File: src/hdl/dmc_pkg.sv
// Shared constants, codes and types of the direct-mapped write-back cache.
package dmc_pkg;

    localparam int DEF_NUM_LINES      = 512;
    localparam int DEF_WORDS_PER_LINE = 16;
    localparam int DEF_WORD_BYTES     = 4;

    localparam int ADDR_W   = 32;
    localparam int DATA_W   = 32;
    localparam int TDATA_W  = 64;
    localparam int S_USER_W = 2;
    localparam int M_USER_W = 3;

    // request codes on the slave side
    localparam logic [1:0] REQ_READ  = 2'd0;
    localparam logic [1:0] REQ_WRITE = 2'd1;
    localparam logic [1:0] REQ_FILL  = 2'd2;

    typedef enum logic [1:0] {
        KIND_READ  = 2'd0,
        KIND_WRITE = 2'd1,
        KIND_WB    = 2'd2,
        KIND_FILL  = 2'd3
    } kind_t;

    typedef enum logic [3:0] {
        ST_CLEAR,
        ST_IDLE,
        ST_LOOKUP,
        ST_WB_RD,
        ST_WB_OUT,
        ST_FILL_REQ,
        ST_FILL_DONE,
        ST_COMPLETE
    } state_t;

endpackage

File: src/hdl/dmc_ctrl.sv
// Sequencer and datapath: tag compare, writeback, fill and output register.
module dmc_ctrl #(
    parameter int NUM_LINES      = dmc_pkg::DEF_NUM_LINES,
    parameter int WORDS_PER_LINE = dmc_pkg::DEF_WORDS_PER_LINE,
    parameter int WORD_BYTES     = dmc_pkg::DEF_WORD_BYTES,
    parameter int IDX_W          = $clog2(NUM_LINES),
    parameter int WSEL_W         = $clog2(WORDS_PER_LINE),
    parameter int OFF_W          = $clog2(WORDS_PER_LINE * WORD_BYTES),
    parameter int TAG_W          = dmc_pkg::ADDR_W - OFF_W - IDX_W
) (
    input  logic                        clk,
    input  logic                        rst_n,
    // slave side
    input  logic                        s_valid,
    output logic                        s_ready,
    input  logic [1:0]                  req_type,
    input  logic [dmc_pkg::ADDR_W-1:0]  address,
    input  logic [dmc_pkg::DATA_W-1:0]  data_in,
    // master side
    output logic                        m_valid,
    input  logic                        m_ready,
    output dmc_pkg::kind_t              result_kind,
    output logic [dmc_pkg::ADDR_W-1:0]  mem_address,
    output logic [dmc_pkg::DATA_W-1:0]  data_out,
    output logic                        was_hit,
    output logic                        last,
    // tag RAM: {valid, dirty, tag}
    output logic                        meta_we,
    output logic [IDX_W-1:0]            meta_waddr,
    output logic [TAG_W+1:0]            meta_wdata,
    output logic                        meta_re,
    output logic [IDX_W-1:0]            meta_raddr,
    input  logic [TAG_W+1:0]            meta_rdata,
    // line word RAM
    output logic                        data_we,
    output logic [IDX_W+WSEL_W-1:0]     data_waddr,
    output logic [dmc_pkg::DATA_W-1:0]  data_wdata,
    output logic                        data_re,
    output logic [IDX_W+WSEL_W-1:0]     data_raddr,
    input  logic [dmc_pkg::DATA_W-1:0]  data_rdata
);

    import dmc_pkg::*;

    localparam int BYTE_W = $clog2(WORD_BYTES);

    state_t               state_reg, state_next;
    logic                 await_reg, await_next;
    logic [WSEL_W-1:0]    cnt_reg, cnt_next;
    logic [IDX_W-1:0]     clr_reg, clr_next;
    logic                 hit_reg, hit_next;
    logic                 is_wr_reg, is_wr_next;
    logic [ADDR_W-1:0]    addr_reg, addr_next;
    logic [DATA_W-1:0]    wdat_reg, wdat_next;
    logic [TAG_W-1:0]     vtag_reg, vtag_next;

    logic                 out_valid_reg, out_valid_next;
    kind_t                out_kind_reg, out_kind_next;
    logic [ADDR_W-1:0]    out_addr_reg, out_addr_next;
    logic [DATA_W-1:0]    out_data_reg, out_data_next;
    logic                 out_hit_reg, out_hit_next;
    logic                 out_last_reg, out_last_next;

    logic                 can_load;
    logic                 load;
    logic [IDX_W-1:0]     s_idx;
    logic [WSEL_W-1:0]    s_word;
    logic [IDX_W-1:0]     p_idx;
    logic [WSEL_W-1:0]    p_word;
    logic [TAG_W-1:0]     p_tag;
    logic                 m_vld;
    logic                 m_dty;
    logic [TAG_W-1:0]     m_tag;

    assign s_idx  = address[OFF_W +: IDX_W];
    assign s_word = address[OFF_W-1 -: WSEL_W];
    assign p_idx  = addr_reg[OFF_W +: IDX_W];
    assign p_word = addr_reg[OFF_W-1 -: WSEL_W];
    assign p_tag  = addr_reg[ADDR_W-1 -: TAG_W];
    assign m_vld  = meta_rdata[TAG_W+1];
    assign m_dty  = meta_rdata[TAG_W];
    assign m_tag  = meta_rdata[TAG_W-1:0];

    assign can_load = !out_valid_reg || m_ready;
    assign s_ready  = (state_reg == ST_IDLE);

    always_comb
    begin
        state_next    = state_reg;
        await_next    = await_reg;
        cnt_next      = cnt_reg;
        clr_next      = clr_reg;
        hit_next      = hit_reg;
        is_wr_next    = is_wr_reg;
        addr_next     = addr_reg;
        wdat_next     = wdat_reg;
        vtag_next     = vtag_reg;
        load          = 1'b0;
        out_kind_next = out_kind_reg;
        out_addr_next = out_addr_reg;
        out_data_next = out_data_reg;
        out_hit_next  = out_hit_reg;
        out_last_next = out_last_reg;
        meta_we       = 1'b0;
        meta_waddr    = p_idx;
        meta_wdata    = '0;
        meta_re       = 1'b0;
        meta_raddr    = s_idx;
        data_we       = 1'b0;
        data_waddr    = {p_idx, p_word};
        data_wdata    = wdat_reg;
        data_re       = 1'b0;
        data_raddr    = {p_idx, p_word};

        unique case (state_reg)
            ST_CLEAR:
            begin
                meta_we    = 1'b1;
                meta_waddr = clr_reg;
                clr_next   = clr_reg + 1'b1;
                if (&clr_reg)
                begin
                    state_next = ST_IDLE;
                end
            end
            ST_IDLE:
            begin
                if (s_valid)
                begin
                    if (await_reg)
                    begin
                        if (req_type == REQ_FILL)
                        begin
                            data_we    = 1'b1;
                            data_waddr = {p_idx, cnt_reg};
                            data_wdata = data_in;
                            cnt_next   = cnt_reg + 1'b1;
                            if (&cnt_reg)
                            begin
                                await_next = 1'b0;
                                state_next = ST_FILL_DONE;
                            end
                        end
                    end
                    else if (req_type == REQ_READ || req_type == REQ_WRITE)
                    begin
                        is_wr_next = (req_type == REQ_WRITE);
                        addr_next  = address;
                        wdat_next  = data_in;
                        meta_re    = 1'b1;
                        meta_raddr = s_idx;
                        data_re    = 1'b1;
                        data_raddr = {s_idx, s_word};
                        state_next = ST_LOOKUP;
                    end
                end
            end
            ST_LOOKUP:
            begin
                vtag_next = m_tag;
                if (m_vld && m_tag == p_tag)
                begin
                    hit_next   = 1'b1;
                    state_next = ST_COMPLETE;
                end
                else
                begin
                    hit_next   = 1'b0;
                    cnt_next   = '0;
                    state_next = (m_vld && m_dty) ? ST_WB_RD : ST_FILL_REQ;
                end
            end
            ST_WB_RD:
            begin
                data_re    = 1'b1;
                data_raddr = {p_idx, cnt_reg};
                state_next = ST_WB_OUT;
            end
            ST_WB_OUT:
            begin
                if (can_load)
                begin
                    load          = 1'b1;
                    out_kind_next = KIND_WB;
                    out_addr_next = ADDR_W'({vtag_reg, p_idx, cnt_reg}) << BYTE_W;
                    out_data_next = data_rdata;
                    out_hit_next  = 1'b0;
                    out_last_next = 1'b0;
                    cnt_next      = cnt_reg + 1'b1;
                    state_next    = (&cnt_reg) ? ST_FILL_REQ : ST_WB_RD;
                end
            end
            ST_FILL_REQ:
            begin
                if (can_load)
                begin
                    load          = 1'b1;
                    out_kind_next = KIND_FILL;
                    out_addr_next = ADDR_W'({p_tag, p_idx}) << OFF_W;
                    out_data_next = '0;
                    out_hit_next  = 1'b0;
                    out_last_next = 1'b1;
                    // line goes invalid until the fill completes
                    meta_we       = 1'b1;
                    meta_wdata    = '0;
                    await_next    = 1'b1;
                    state_next    = ST_IDLE;
                end
            end
            ST_FILL_DONE:
            begin
                meta_we    = 1'b1;
                meta_wdata = {1'b1, 1'b0, p_tag};
                data_re    = 1'b1;
                hit_next   = 1'b0;
                state_next = ST_COMPLETE;
            end
            ST_COMPLETE:
            begin
                if (can_load)
                begin
                    load          = 1'b1;
                    out_addr_next = '0;
                    out_hit_next  = hit_reg;
                    out_last_next = 1'b1;
                    if (is_wr_reg)
                    begin
                        data_we       = 1'b1;
                        meta_we       = 1'b1;
                        meta_wdata    = {1'b1, 1'b1, p_tag};
                        out_kind_next = KIND_WRITE;
                        out_data_next = '0;
                    end
                    else
                    begin
                        out_kind_next = KIND_READ;
                        out_data_next = data_rdata;
                    end
                    state_next = ST_IDLE;
                end
            end
            default:
            begin
                state_next = ST_IDLE;
            end
        endcase

        if (load)
        begin
            out_valid_next = 1'b1;
        end
        else if (m_ready)
        begin
            out_valid_next = 1'b0;
        end
        else
        begin
            out_valid_next = out_valid_reg;
        end
    end

    always_ff @(posedge clk or negedge rst_n)
    begin
        if (!rst_n)
        begin
            state_reg     <= ST_CLEAR;
            await_reg     <= 1'b0;
            cnt_reg       <= '0;
            clr_reg       <= '0;
            out_valid_reg <= 1'b0;
        end
        else
        begin
            state_reg     <= state_next;
            await_reg     <= await_next;
            cnt_reg       <= cnt_next;
            clr_reg       <= clr_next;
            out_valid_reg <= out_valid_next;
        end
    end

    always_ff @(posedge clk)
    begin
        hit_reg      <= hit_next;
        is_wr_reg    <= is_wr_next;
        addr_reg     <= addr_next;
        wdat_reg     <= wdat_next;
        vtag_reg     <= vtag_next;
        out_kind_reg <= out_kind_next;
        out_addr_reg <= out_addr_next;
        out_data_reg <= out_data_next;
        out_hit_reg  <= out_hit_next;
        out_last_reg <= out_last_next;
    end

    assign m_valid     = out_valid_reg;
    assign result_kind = out_kind_reg;
    assign mem_address = out_addr_reg;
    assign data_out    = out_data_reg;
    assign was_hit     = out_hit_reg;
    assign last        = out_last_reg;

endmodule

File: config.mk
export PLATFORM = sky130hd
export DESIGN_NAME = dmc_ctrl
export DESIGN_NICKNAME = d
export VERILOG_FILES = /design/src/hdl/dmc_pkg.sv /design/src/hdl/dmc_ctrl.sv
export SDC_FILE = /design/constraint.sdc
export NUM_CORES = 1
export LEC_CHECK = 0
export BUFFER_PORTS_ARGS = -buffer_cell sky130_fd_sc_hd__clkbuf_2
export CAP_MARGIN = 10
export CORE_MARGIN = 2
export CORE_UTILIZATION = 53
export DETAILED_ROUTE_END_ITERATION = 8
export PLACE_DENSITY = 0.95
export SYNTH_ARGS = -nofsm -noshare
export SYNTH_HDL_FRONTEND = slang
export SYNTH_SLANG_ARGS = --single-unit
File: constraint.sdc
create_clock -name clk -period 6.95 [get_ports clk]
set_clock_uncertainty 0.2 [all_clocks]
set_input_delay 0.695 -clock clk [delete_from_list [all_inputs] [get_ports clk]]
set_output_delay 0.695 -clock clk [all_outputs]
set_load 0.02 [all_outputs]
==> results.md <==
- The synthesized-area fraction occupied by ao, oa, aoi and oai cells is 4.559%.
- The final number of max-transition violations is 0.
- Multiplexer cells account for 5.502% of the synthesized area.
- The final HPWL from detailed placement is 12.30 mm.
- Derived from the worst setup path, the maximum achievable clock frequency is between 200 and 300 MHz.
- Among the stages of the critical path, the cell type that occurs most often is inv_1.
- The required time at the endpoint of the critical path is 6.05 ns.
- The tree is rooted in a clkbuf_16.
- The number of nets with antenna violations after detailed routing is 0.
- After detailed placement, the total cell area comes to 8737 µm².
- The number of H-tree branching levels is 4.
- The critical-path cell with the highest stage delay is dfrtp_1.
- From synthesis to final layout, the design area changed by 27.92%.
- The clock-pin slew reported for the worst setup and hold paths after clock tree synthesis is ~0.070 ns.
- The critical path goes through nor3b_4, nand3_1, inv_1, a222oi_1, inv_1, clkbuf_2.
- The total count of hold-check failures in the final report is 0.
- The tightest hold path in the finished design has a slack of 0.01247 ns.
- The effective utilization at floorplan is 54.69%.
- The met3 layer usage reported by global route is 5.263%.
- Data arrives at the worst endpoint at 3.08 ns.
- The post-synthesis instance area is 7300 µm².
- The peak per-stage delay on the critical path is 1.04 ns.
- The clock sink count is 165.
- The endpoint identified for the worst register-to-register timing path is state_reg[2].
- After synthesis, the cell types taking the most area are edfxtp_1 (60%), dfrtp_1 (6.2%), mux2_1 (5.1%), nand2_1 (4.7%), nor2b_1 (3.3%).
- Summing the areas of all fa, ha and maj instances in the mapped netlist gives less than 1% of the synthesized area.
- The routed layout has 5255 vias.
- For flop-to-flop paths, the worst setup slack is 3.62 ns.
- Setup repair after global routing left no endpoint under its margin.
- In the finished design, the share of the clock period the worst path needs comes to a little under three fifths.
- The global-route wire length before repair is 24.97 mm.
- The number of global-route vias before repair is 4788.
- The count of buffering cells on the critical path with inverters included is 3.
- The depth of the most critical reg-to-reg path is 6.
- The number of setup buffers added after CTS is 0.
- The leakage power summed over all cells is 4.140 nW.
- Global routing used a little under 30% of the available met1 tracks.
- The worst slack at placement is around 3.5 ns.
- The worst slew margin relative to its limit is 25.37%.
- The synthesized design contains 147 enable-type register cells.
- The vertical die dimension is 121.4 µm.
- Counting flops with an async set or reset pin after synthesis yields a share of between 10% and 20%.
- The type of the worst setup path is reg2out.
- The share of the Yosys chip area taken by registers is 66.64%.
- The worst IR drop on VDD is 0.1368 mV.
- The average vias per placed instance is 5.147.
- The initial antenna violation count is 0.
- The total chip power is 3.323 mW.
- At the pin with the least slew margin, the transition time is 1.117 ns.
- The number of synthesized register bits is 165.
- The path class of the tightest hold or removal check is in2async.
- The top cell type by total area after synthesis is edfxtp_1.
- STA classifies the critical path endpoint as an output port.
- The synthesized instance count is 566.
- The utilization of the core after routing is approximately 70%.
- The aggregate global routing overflow is 0.
- The number of hold-repair buffers added at the cts stage is 0.
- The worst register-to-register path begins at state_reg[1].
- The cell count after placement is 988.
- STA classifies the critical path startpoint as a register.
- The count of warnings emitted by yosys is 0.
- The run finished with clean final reports.
- The average instance in the mapped netlist occupies between 10 and 15 µm².
- The number of gates resized after CTS was 0.
- The clock period minus final worst setup slack is 3.971 ns.
- The congestion estimate from routability-driven global placement came to ~0.9.
- Setup violations remaining at the end of the flow were counted as 0.
- The power per unit of standard cell area is 355.9 nW/µm².
- The number of clock buffers inserted by TritonCTS is 17.
- In the final routed layout, each cell accounts on average for 16.19 µm.
- The TritonCTS clock tree is built.
- The routed design has 16.53 mm of wire.
- The floorplan step set the die width to 121.4 µm.
- The number of standard cells in the layout, taps in and fillers out is 1021.
- The max capacitance violation total is 0.
- The area share of xor/xnor cells in the synthesized design is 2.520%.
- The ratio of cells with drive above 1 in the final layout is roughly two fifths.
- The total of buffers placed on input and output ports is around 290.
- The total negative slack for setup checks is 0 ns.
- The core area is between 10000 and 15000 µm².
- Across every metal layer, demand over resource in global routing totals between 20% and 30%.
- The busiest layer in global routing is met2.
- By area, the combinational part of the netlist is dominated by simple AND/OR/NAND/NOR gates.
- Entering global routing, the biggest net connects 45 pins.
- For this run, the leading register cell type out of synthesis is edfxtp_1.
- The post-detailed-route DRC marker count is 0.
- The largest fanout of any net on the critical path is 35.
- 290 I/O pins were placed.
- The top-area cell type share of the netlist area is 60.47%.
- The count of fill cells added during filler insertion is 968.
- No sink is reached through more buffers than the 2 on the longest clock path.
- The full die area is around 15000 µm².
- The area share of and/or/nand/nor cells after synthesis is 15.87%.
- The clock latency on the worst-skew pair is 0.41 ns.
- The first-pass iteration count of the detailed router is 8.
- The number of nets at the end of the flow is between 900 and 1k.
- The antenna diode instance count is 0.
- After routing the design area is 9338 µm².
- The count of different cell masters after synthesis is between 40 and 50.
- The routing usage on met2 is a little over a third.
- The worst path meets setup with approximately 3.0 ns of slack.
- The kind of cell adding the most delay to the critical path is flip-flops.
- The number of standard-cell rows in the floorplan is 42.
- For this block, the initial DRC count from the detailed router was about 380.
[cell families (layout without fill, tap and decap cells)]
logic type | Yosys count | in the layout
AO/OA/AOI/OAI | 51 | 51
other | 1 | 2
multiplexers | 36 | 36
XOR/XNOR | 21 | 21
adder cells (fa/ha/maj) | 3 | 3
buffers and inverters | 62 | 340
flip-flops | 165 | 165
AND/OR/NAND/NOR | 227 | 227
[layout by cell type (no fill, tap or decap), types with 4 or more instances in the layout]
cell	count
and3_1	4
clkbuf_16	17
xnor2_1	11
clkbuf_2	285
nand2b_1	21
inv_1	18
nand3_1	12
xor2_1	10
nor3_1	4
nor2_1	14
and2_1	27
edfxtp_1	147
o21ai_0	25
nand2_1	91
mux2_1	33
nor2b_1	37
dfrtp_1	18
a222oi_1	5
nand4_1	6
[area by class of cell]
type                    instances  area [µm²]  area share, %
multi-input cells             340        2132          22.83
clock buffers                  21       460.4          4.931
inverters                      19       71.32         0.7638
flip-flops and latches        165        4865          52.10
repair buffers                289        1464          15.68
clock inverters                11       125.1          1.340
well taps                     176       220.2          2.358
[cell usage after synthesis (3+ instances only)]
| cell type | count |
|---|---|
| dfrtp_1 | 18 |
| a222oi_1 | 5 |
| and3_1 | 4 |
| xor2_1 | 10 |
| ha_1 | 3 |
| o31ai_1 | 3 |
| o221ai_1 | 3 |
| xnor2_1 | 11 |
| mux2i_1 | 3 |
| and2_1 | 27 |
| edfxtp_1 | 147 |
| nand4_1 | 6 |
| nor2_1 | 15 |
| mux2_1 | 33 |
| nand3_1 | 12 |
| nand2_1 | 91 |
| nor3_1 | 4 |
| o21ai_0 | 25 |
| inv_1 | 19 |
| buf_4 | 20 |
| clkbuf_1 | 15 |
| buf_2 | 7 |
| nor4_1 | 3 |
| a21oi_1 | 3 |
| nor2b_1 | 38 |
| nand2b_1 | 21 |
[layer usage]
layer  wire [µm]  vias to the layer above  part of all wire [%]
met5           0                        -                     0
met4         504                        0                   3.0
met3        1352                       39                   8.2
met2        7858                      293                    48
met1        6816                     2400                    41
li1            -                     2523                     -
[how the worst max path moves through the flow]
| stage | from | to | slack, ns | cells past startpoint |
|---|---|---|---|---|
| CTS | state_reg[1] | data_raddr[2] | 3.00 | 6 |
| floorplan | state_reg[2] | data_out[0] | 2.65 | 4 |
| global route | state_reg[1] | data_raddr[2] | 2.75 | 6 |
| global placement | state_reg[1] | data_raddr[3] | 3.48 | 6 |
| detailed placement | state_reg[1] | data_raddr[2] | 3.46 | 6 |
| finish | state_reg[1] | data_raddr[2] | 2.98 | 6 |
[report_power, final]
| group | internal (mW) | total [mW] | switching [mW] |
|---|---|---|---|
| sequential | 1.32 | 1.44 | 0.123 |
| clock | 0.550 | 0.919 | 0.369 |
| combinational | 0.316 | 0.961 | 0.645 |
(Power assumes the default switching activity.)
